`src/rtl/core/xrl_pkg.sv`:
```
// Shared types and constants of the XOR rectangle/line draw engine.
// Used by the channel interfaces, the clip unit and the top level.
package xrl_pkg;

  localparam int unsigned CmdW   = 3;
  localparam int unsigned PosW   = 16;
  localparam int unsigned ExtW   = 16;
  localparam int unsigned WdatW  = 8;
  localparam int unsigned RdatW  = 8;
  localparam int unsigned RegW   = 7;   // active size registers, also coordinate width
  localparam int unsigned CfgIdxW = 1;
  localparam int unsigned SegW   = 20;  // signed segment math, holds pos +/- extent sums

  localparam int unsigned DefMaxWidth  = 64;
  localparam int unsigned DefMaxHeight = 64;
  localparam int unsigned DefPixelBits = 8;

  typedef enum logic [CmdW-1:0] {
    CMD_HLINE = 3'd0,
    CMD_VLINE = 3'd1,
    CMD_RECT  = 3'd2,
    CMD_WRPIX = 3'd3,
    CMD_RDPIX = 3'd4
  } cmd_e;

  typedef enum logic [CfgIdxW-1:0] {
    REG_ACTIVE_WIDTH  = 1'b0,
    REG_ACTIVE_HEIGHT = 1'b1
  } reg_idx_e;

  typedef enum logic [3:0] {
    ST_IDLE,
    ST_DECODE,
    ST_SEG_SEL,
    ST_SEG_CLIP,
    ST_PX_RD,
    ST_PX_WR,
    ST_PIX,
    ST_RD_WAIT,
    ST_DONE
  } state_e;

  // One clipped segment: draw flag, first and one-past-last coordinate, fixed coordinate.
  typedef struct packed {
    logic            draw;
    logic [RegW-1:0] start;
    logic [RegW-1:0] stop;
    logic [RegW-1:0] fix;
  } clip_res_t;

endpackage

```
`src/rtl/core/xrl_clip.sv`:
```
// Segment clip unit: clamps one line segment to the active area.
// Depends on xrl_pkg (clip_res_t, widths).
module xrl_clip (
  input  logic signed [xrl_pkg::SegW-1:0] along_i,   // start along the line
  input  logic signed [xrl_pkg::SegW-1:0] fix_i,     // row of an h-line, column of a v-line
  input  logic signed [xrl_pkg::SegW-1:0] len_i,
  input  logic [xrl_pkg::RegW-1:0]        lim_along_i,
  input  logic [xrl_pkg::RegW-1:0]        lim_fix_i,
  output xrl_pkg::clip_res_t              res_o
);

  logic signed [xrl_pkg::SegW-1:0] lim_a_s;
  logic signed [xrl_pkg::SegW-1:0] lim_f_s;
  logic signed [xrl_pkg::SegW-1:0] start_s;
  logic signed [xrl_pkg::SegW-1:0] end_s;
  logic signed [xrl_pkg::SegW-1:0] end_c;

  always_comb begin
    lim_a_s = xrl_pkg::SegW'(lim_along_i);
    lim_f_s = xrl_pkg::SegW'(lim_fix_i);
    start_s = (along_i < 0) ? '0 : along_i;
    end_s   = along_i + len_i;
    end_c   = (end_s > lim_a_s) ? lim_a_s : end_s;
    // A line ending at or before coordinate 0 gives end_c <= start_s and draws nothing.
    res_o.draw  = (len_i > 0) && (fix_i >= 0) && (fix_i < lim_f_s) && (start_s < end_c);
    res_o.start = xrl_pkg::RegW'(start_s);
    res_o.stop  = xrl_pkg::RegW'(end_c);
    res_o.fix   = xrl_pkg::RegW'(fix_i);
  end

endmodule

```
`config.mk`:
```
export PLATFORM = sky130hd
export DESIGN_NAME = xrl_clip
export DESIGN_NICKNAME = d
export VERILOG_FILES = /design/src/rtl/core/xrl_pkg.sv /design/src/rtl/core/xrl_clip.sv
export SDC_FILE = /design/constraint.sdc
export NUM_CORES = 1
export LEC_CHECK = 0
export BUFFER_PORTS_ARGS = -buffer_cell sky130_fd_sc_hd__buf_2
export CAP_MARGIN = 20
export CORE_ASPECT_RATIO = 0.9
export CORE_UTILIZATION = 45
export DETAILED_ROUTE_END_ITERATION = 8
export GPL_TIMING_DRIVEN = 0
export PLACE_DENSITY = 0.81
export SLEW_MARGIN = 40
export SYNTH_ARGS = -nofsm -noshare
export SYNTH_HDL_FRONTEND = slang
export SYNTH_SLANG_ARGS = --single-unit
```
`constraint.sdc`:
```
create_clock -name vclk -period 13.5
set_input_delay 0.675 -clock vclk [all_inputs]
set_output_delay 0.675 -clock vclk [all_outputs]
set_load 0.005 [all_outputs]
```
==> results.md, run 1 <==
* Final worst-path cycle share at 48.7%
* Global routing usage summed across all routing layers at 22.5%
* Die span in x at 77.0 um
* Via count of the first global-routing pass at 2285
* Worst path arrival time at 5890 ps
* Post-synth net total at 431
* Post-CTS Setup Bufs at 0
* Rows at 24
* GPL Wtd Cong at 0.936
* Violation count after the first detailed-routing iteration at 117
* Top cells by area, synth: sky130_fd_sc_hd__ha_1 (27%), sky130_fd_sc_hd__a21oi_1 (5.7%), sky130_fd_sc_hd__nor2b_1 (5.2%)
* Total global routing overflow at 0
* Share of Yosys cell area claimed by the top area cell type at 27.4%
* Maximum number of pins on one net before global-route repair at 11
* LEAKAGE at 1.53 nW
* Initial core utilization at 46.9%
* Number of cells traversed by the worst hold path at 3
* Type of element capturing the critical path: output pin
* Slowest CP cell: sky130_fd_sc_hd__fa_1
* Cell family with the largest share of critical-path delay: compound AO/OA/AOI/OAI gates
* Stages on the worst setup path at 27
* Max-Slew Margin vs Limit at 65.7%
* Max-slew violation total from the final report at 0
* Run status: finished, final reports clean
* Wirelength per Cell at 13.7 um
* Avg Cell Area, Syn at 7.45 um2
* Max Freq at 152 MHz
* Total wirelength of the detailed-routed design at 6390 um
* Total count of hold-check failures in the final report at 0
* Top library cells by usage in the layout, fill and taps aside: sky130_fd_sc_hd__buf_2 (99), sky130_fd_sc_hd__ha_1 (50), sky130_fd_sc_hd__a21oi_1 (26)
* Max_cap viols at 0
* Chip Height at 69.5 um
* Detailed-route via count at 2625
* Worst vdd ir at 0.0307 mV
* Area growth from synthesis to final layout at 24.6%
* Yosys cell types at 52
* Accumulated negative setup slack at 0 ps
* Number of sequential cells at 0
* Count of input and output buffers at 96
* Initial antenna violation count at 0
* Most repeated library cell on the critical path: sky130_fd_sc_hd__ha_1
* Power density over the cells at 55.7 nW/um2
* Delay of the slowest cell on the worst path at 410 ps
* Slew of the pin with the lowest slew margin at 514 ps
* Share of post-route cells with drive strength above 1 at 31.3%
* Number of placed instances with taps included at 467
* Number of warnings reported in the yosys synthesis log at 0
* Setup-violating endpoint count in the final report at 0
* Area taken by flip-flops and latches at 0 um2
* Min cycle time layout at 6570 ps
* Number of vias per cell after detailed routing at 5.62
* Routed Antenna Nets at 0
* Most common cell after layout, fill and taps aside: sky130_fd_sc_hd__buf_2
* Standard cell core area at 4860 um2
* Total of cells resized after clock tree synthesis at 0
* Class of the most critical hold timing path: in -> out
* Unrepaired setup endpoints after global routing: false
* Crit Path Class: in -> out
* Startpoint types: input port
* Syn Std Cell Area at 2280 um2
* Cell taking the most area after synthesis: sky130_fd_sc_hd__ha_1
* Floorplan die area at 5360 um2
* DRC violation count after routing at 0
* Number of diodes added for antenna fixing at 0
* First-pass GRT wire length at 10200 um
* Proportion of synthesized chip area in sequential cells at 0%
* WP data required at 12820 ps
* Cells after synthesis at 306
* Detailed Routing Iterations Pass 1 at 4
* Crit path buf inv count at 5
* Number of I/O pins at 96
* Final Net Count at 529
* Hold buffer count at cts at 0
* Clkbuf count at 0
* Detailed-placement wirelength estimate at 5650 um
* Final instance count without filler cells at 467
* Critical-path maximum fanout at 10
==> synthesized netlist by cell type (3+ instances only) <==
master	instances
sky130_fd_sc_hd__a211oi_1	3
sky130_fd_sc_hd__nand3_1	9
sky130_fd_sc_hd__a21o_1	13
sky130_fd_sc_hd__ha_1	50
sky130_fd_sc_hd__nor2b_1	19
sky130_fd_sc_hd__nor2_1	13
sky130_fd_sc_hd__a21oi_1	26
sky130_fd_sc_hd__o21a_1	3
sky130_fd_sc_hd__o21ai_1	5
sky130_fd_sc_hd__xor2_1	9
sky130_fd_sc_hd__mux2i_1	9
sky130_fd_sc_hd__inv_1	22
sky130_fd_sc_hd__nand2_1	24
sky130_fd_sc_hd__a41oi_1	3
sky130_fd_sc_hd__nor4_1	10
sky130_fd_sc_hd__a21oi_2	3
sky130_fd_sc_hd__o21ai_0	11
sky130_fd_sc_hd__nand2b_1	6
sky130_fd_sc_hd__nand4_1	7
sky130_fd_sc_hd__mux2_4	5
sky130_fd_sc_hd__o211ai_1	6
sky130_fd_sc_hd__nor3_1	3
sky130_fd_sc_hd__xnor2_1	6
sky130_fd_sc_hd__buf_2	3
sky130_fd_sc_hd__buf_4	7
==> tightest hold or removal path, cell delays in order <==
cell and delay [ps]:
sky130_fd_sc_hd__buf_2 80, sky130_fd_sc_hd__buf_4 90, sky130_fd_sc_hd__buf_2 90
==> worst paths after layout <==
check	to	start
min	res_o[0]	fix_i[0]
max	res_o[21]	along_i[0]
==> cell type report <==
cell class / count / area (um2)
buffer: 15 / 118
inverter: 22 / 82.6
timing repair buffer: 96 / 480
fill: 469 / 2020
multi-input combinational: 269 / 2080
tap: 65 / 81.3
==> logic make-up after synthesis <==
logic type | share of synthesized area (%)
simple gates | 24.0
xor+xnor | 5.76
compound gates | 25.9
mux | 7.24
buf+inv | 8.78
fa+ha+maj | 28.3
==> through the flow <==
stage | hold slack, ps | cell area (um2) | util, % | setup WS (ps) | total power [mW]
after global routing | 1630 | 2840 | 58.4 | 6530 | 0.176
after CTS | 1620 | 2840 | 58.4 | 6970 | 0.157
after floorplan | 1430 | 2280 | - | 7900 | 0.112
after detailed placement | 1620 | 2840 | 58.4 | 7000 | 0.156
after global placement | 1610 | 2840 | 58.4 | 7070 | 0.152
final | 1610 | 2840 | 58.4 | 6930 | 0.158
==> per-layer routing <==
| metal | routed length (um) | up-vias | GRT usage [%] |
|---|---|---|---|
| met1 | 2980 | 1204 | 32.4 |
| met4 | 25 | 0 | 1.05 |
| met3 | 458 | 2 | 0.789 |
| met2 | 2930 | 97 | 39.0 |
| li1 | - | 1322 | - |
| met5 | 0 | - | 0 |
==> power by group <==
group / total, mW / switching [mW] / internal [mW]
clock network: 0 / 0 / 0
registers: 0 / 0 / 0
logic: 0.158 / 0.0838 / 0.0744
total: 0.158 / 0.0838 / 0.0744
Power figures use the tool's default switching activity.
==> run 2: changes to the inputs <==
- PLACE_DENSITY: 0.81 -> 0.84
- clock period: 13.5 -> 5.6 ns (I/O delays scaled with it)
==> results.md, run 2 (same netlist as run 1, synthesis figures left out) <==
* Delay of the slowest cell on the worst path at 370 ps (was 410 ps)
* Initial core utilization at 46.9% (unchanged)
* Detailed Routing Iterations Pass 1 at 4 (unchanged)
* DRC violation count after routing at 0 (unchanged)
* Power density over the cells at 145 nW/um2 (was 55.7 nW/um2)
* Run status: finished, final reports clean (unchanged)
* Number of I/O pins at 96 (unchanged)
* Crit Path Class: in -> out (unchanged)
* Area taken by flip-flops and latches at 0 um2 (unchanged)
* Maximum number of pins on one net before global-route repair at 11 (unchanged)
* Accumulated negative setup slack at 0 ps (unchanged)
* Min-Delay Endpoint: res_o[0] (unchanged)
* Slew of the pin with the lowest slew margin at 526 ps (was 514 ps)
* Start point of the worst hold path: fix_i[0] (unchanged)
* Detailed-placement wirelength estimate at 5710 um (was 5650 um)
* Min cycle time layout at 5520 ps
* Total count of hold-check failures in the final report at 0 (unchanged)
* Most common cell after layout, fill and taps aside: sky130_fd_sc_hd__buf_2 (unchanged)
* WP data required at 5320 ps (was 12820 ps)
* Worst vdd ir at 0.0850 mV (was 0.0307 mV)
* Via count of the first global-routing pass at 2419 (was 2285)
* Number of vias per cell after detailed routing at 5.67 (was 5.62)
* Count of input and output buffers at 96 (unchanged)
* Cell family with the largest share of critical-path delay: compound AO/OA/AOI/OAI gates (unchanged)
* Global routing usage summed across all routing layers at 24.2% (was 22.5%)
* Share of post-route cells with drive strength above 1 at 36.5% (was 31.3%)
* Violation count after the first detailed-routing iteration at 157 (was 117)
* Routed Antenna Nets at 0 (unchanged)
* Rows at 24 (unchanged)
* Die span in x at 77.0 um (unchanged)
* Power, Total at 0.440 mW (was 0.158 mW)
* Chip Height at 69.5 um (unchanged)
* Type of element capturing the critical path: output pin (unchanged)
* Detailed-route via count at 2726 (was 2625)
* Setup-violating endpoint count in the final report at 0 (unchanged)
* Timing startpoint of the critical path: along_i[0] (unchanged)
* Critical-path maximum fanout at 5 (was 10)
* Clkbuf count at 0 (unchanged)
* Max_cap viols at 0 (unchanged)
* Number of cells traversed by the worst hold path at 3 (unchanged)
* Number of sequential cells at 0 (unchanged)
* Utilization after layout at 62.5% (was 58.4%)
* Floorplan die area at 5360 um2 (unchanged)
* Max-Slew Margin vs Limit at 65.0% (was 65.7%)
* Standard cell core area at 4860 um2 (unchanged)
* Final hold slack at 830 ps (was 1610 ps)
* FILL cells at 434 (was 469)
* Class of the most critical hold timing path: in -> out (unchanged)
* Final Net Count at 543 (was 529)
* First-pass GRT wire length at 10900 um (was 10200 um)
* Max Freq at 181 MHz
* GPL Wtd Cong at 0.922 (was 0.936)
* Area growth from synthesis to final layout at 33.3% (was 24.6%)
* Initial antenna violation count at 0 (unchanged)
* Max-slew violation total from the final report at 0 (unchanged)
* Top library cells by usage in the layout, fill and taps aside: sky130_fd_sc_hd__buf_2 (99), sky130_fd_sc_hd__ha_1 (48), sky130_fd_sc_hd__a21oi_1 (25) (was sky130_fd_sc_hd__buf_2 (99), sky130_fd_sc_hd__ha_1 (50), sky130_fd_sc_hd__a21oi_1 (26))
* Total wirelength of the detailed-routed design at 7230 um (was 6390 um)
* Total global routing overflow at 0 (unchanged)
* Slowest CP cell: sky130_fd_sc_hd__fa_2 (was sky130_fd_sc_hd__fa_1)
* Worst path arrival time at 5240 ps (was 5890 ps)
* Number of diodes added for antenna fixing at 0 (unchanged)
* Hold buffer count at cts at 0 (unchanged)
* Wirelength per Cell at 15.0 um (was 13.7 um)
* LEAKAGE at 1.61 nW (was 1.53 nW)
* Final worst-path cycle share at 98.6%
* Crit path buf inv count at 5 (unchanged)
* Startpoint types: input port (unchanged)
-- run 2: changes by cell type in the layout (fill, tap and decap cells not counted), sizes merged --
| cell | delta |
|---|---|
| buf | +14 |
-- run 2: power breakdown --
group / internal, mW / leakage (nW) / switching [mW] / total (mW)
clock: 0 / 0 / 0 / 0
combinational: 0.213 / 1.61 / 0.227 / 0.440
sequential: 0 / 0 / 0 / 0
total: 0.213 / 1.61 / 0.227 / 0.440
-- run 2: stage by stage --
stage	cells	setup WS, ps	instance area [um2]
6_report	481	81.0	3040
5_1_grt	481	-138	3040
4_1_cts	471	24.7	2900
3_5_place_dp	467	-186	2840
3_3_place_gp	467	-21.3	2840
2_1_floorplan	306	790	2280
-- run 2: cell type report --
| cell class | instances | area [um2] | area share [%] |
|---|---|---|---|
| multi-input cells | 269 | 2170 | 71.5 |
| repair buffers | 110 | 586 | 19.3 |
| plain buffers | 15 | 118 | 3.87 |
| inverters | 22 | 82.6 | 2.72 |
| well taps | 65 | 81.3 | 2.68 |
-- run 2: worst max path at each step --
stage	depth (start not counted)	endpoint	slack (ps)
6_report	27	res_o[21]	80
2_1_floorplan	25	res_o[21]	790
3_3_place_gp	27	res_o[21]	-20
4_1_cts	27	res_o[21]	20
3_5_place_dp	27	res_o[21]	-190
5_1_grt	27	res_o[21]	-140
-- run 2: what timing repair did --
action | CTS | global route
buffers inserted | 4 | 10
cloned | 0 | 0
pin swaps | 8 | 7
setup endpoints to repair | 1 | 1
resized for setup | 4 | 11
-- run 2: routing by layer --
layer	routed length, um	vias to the layer above	GRT usage (%)
met5	0	-	0
met4	55	0	3.35
met3	461	7	1.45
met2	3440	117	42.2
met1	3270	1247	33.5
li1	-	1355	-
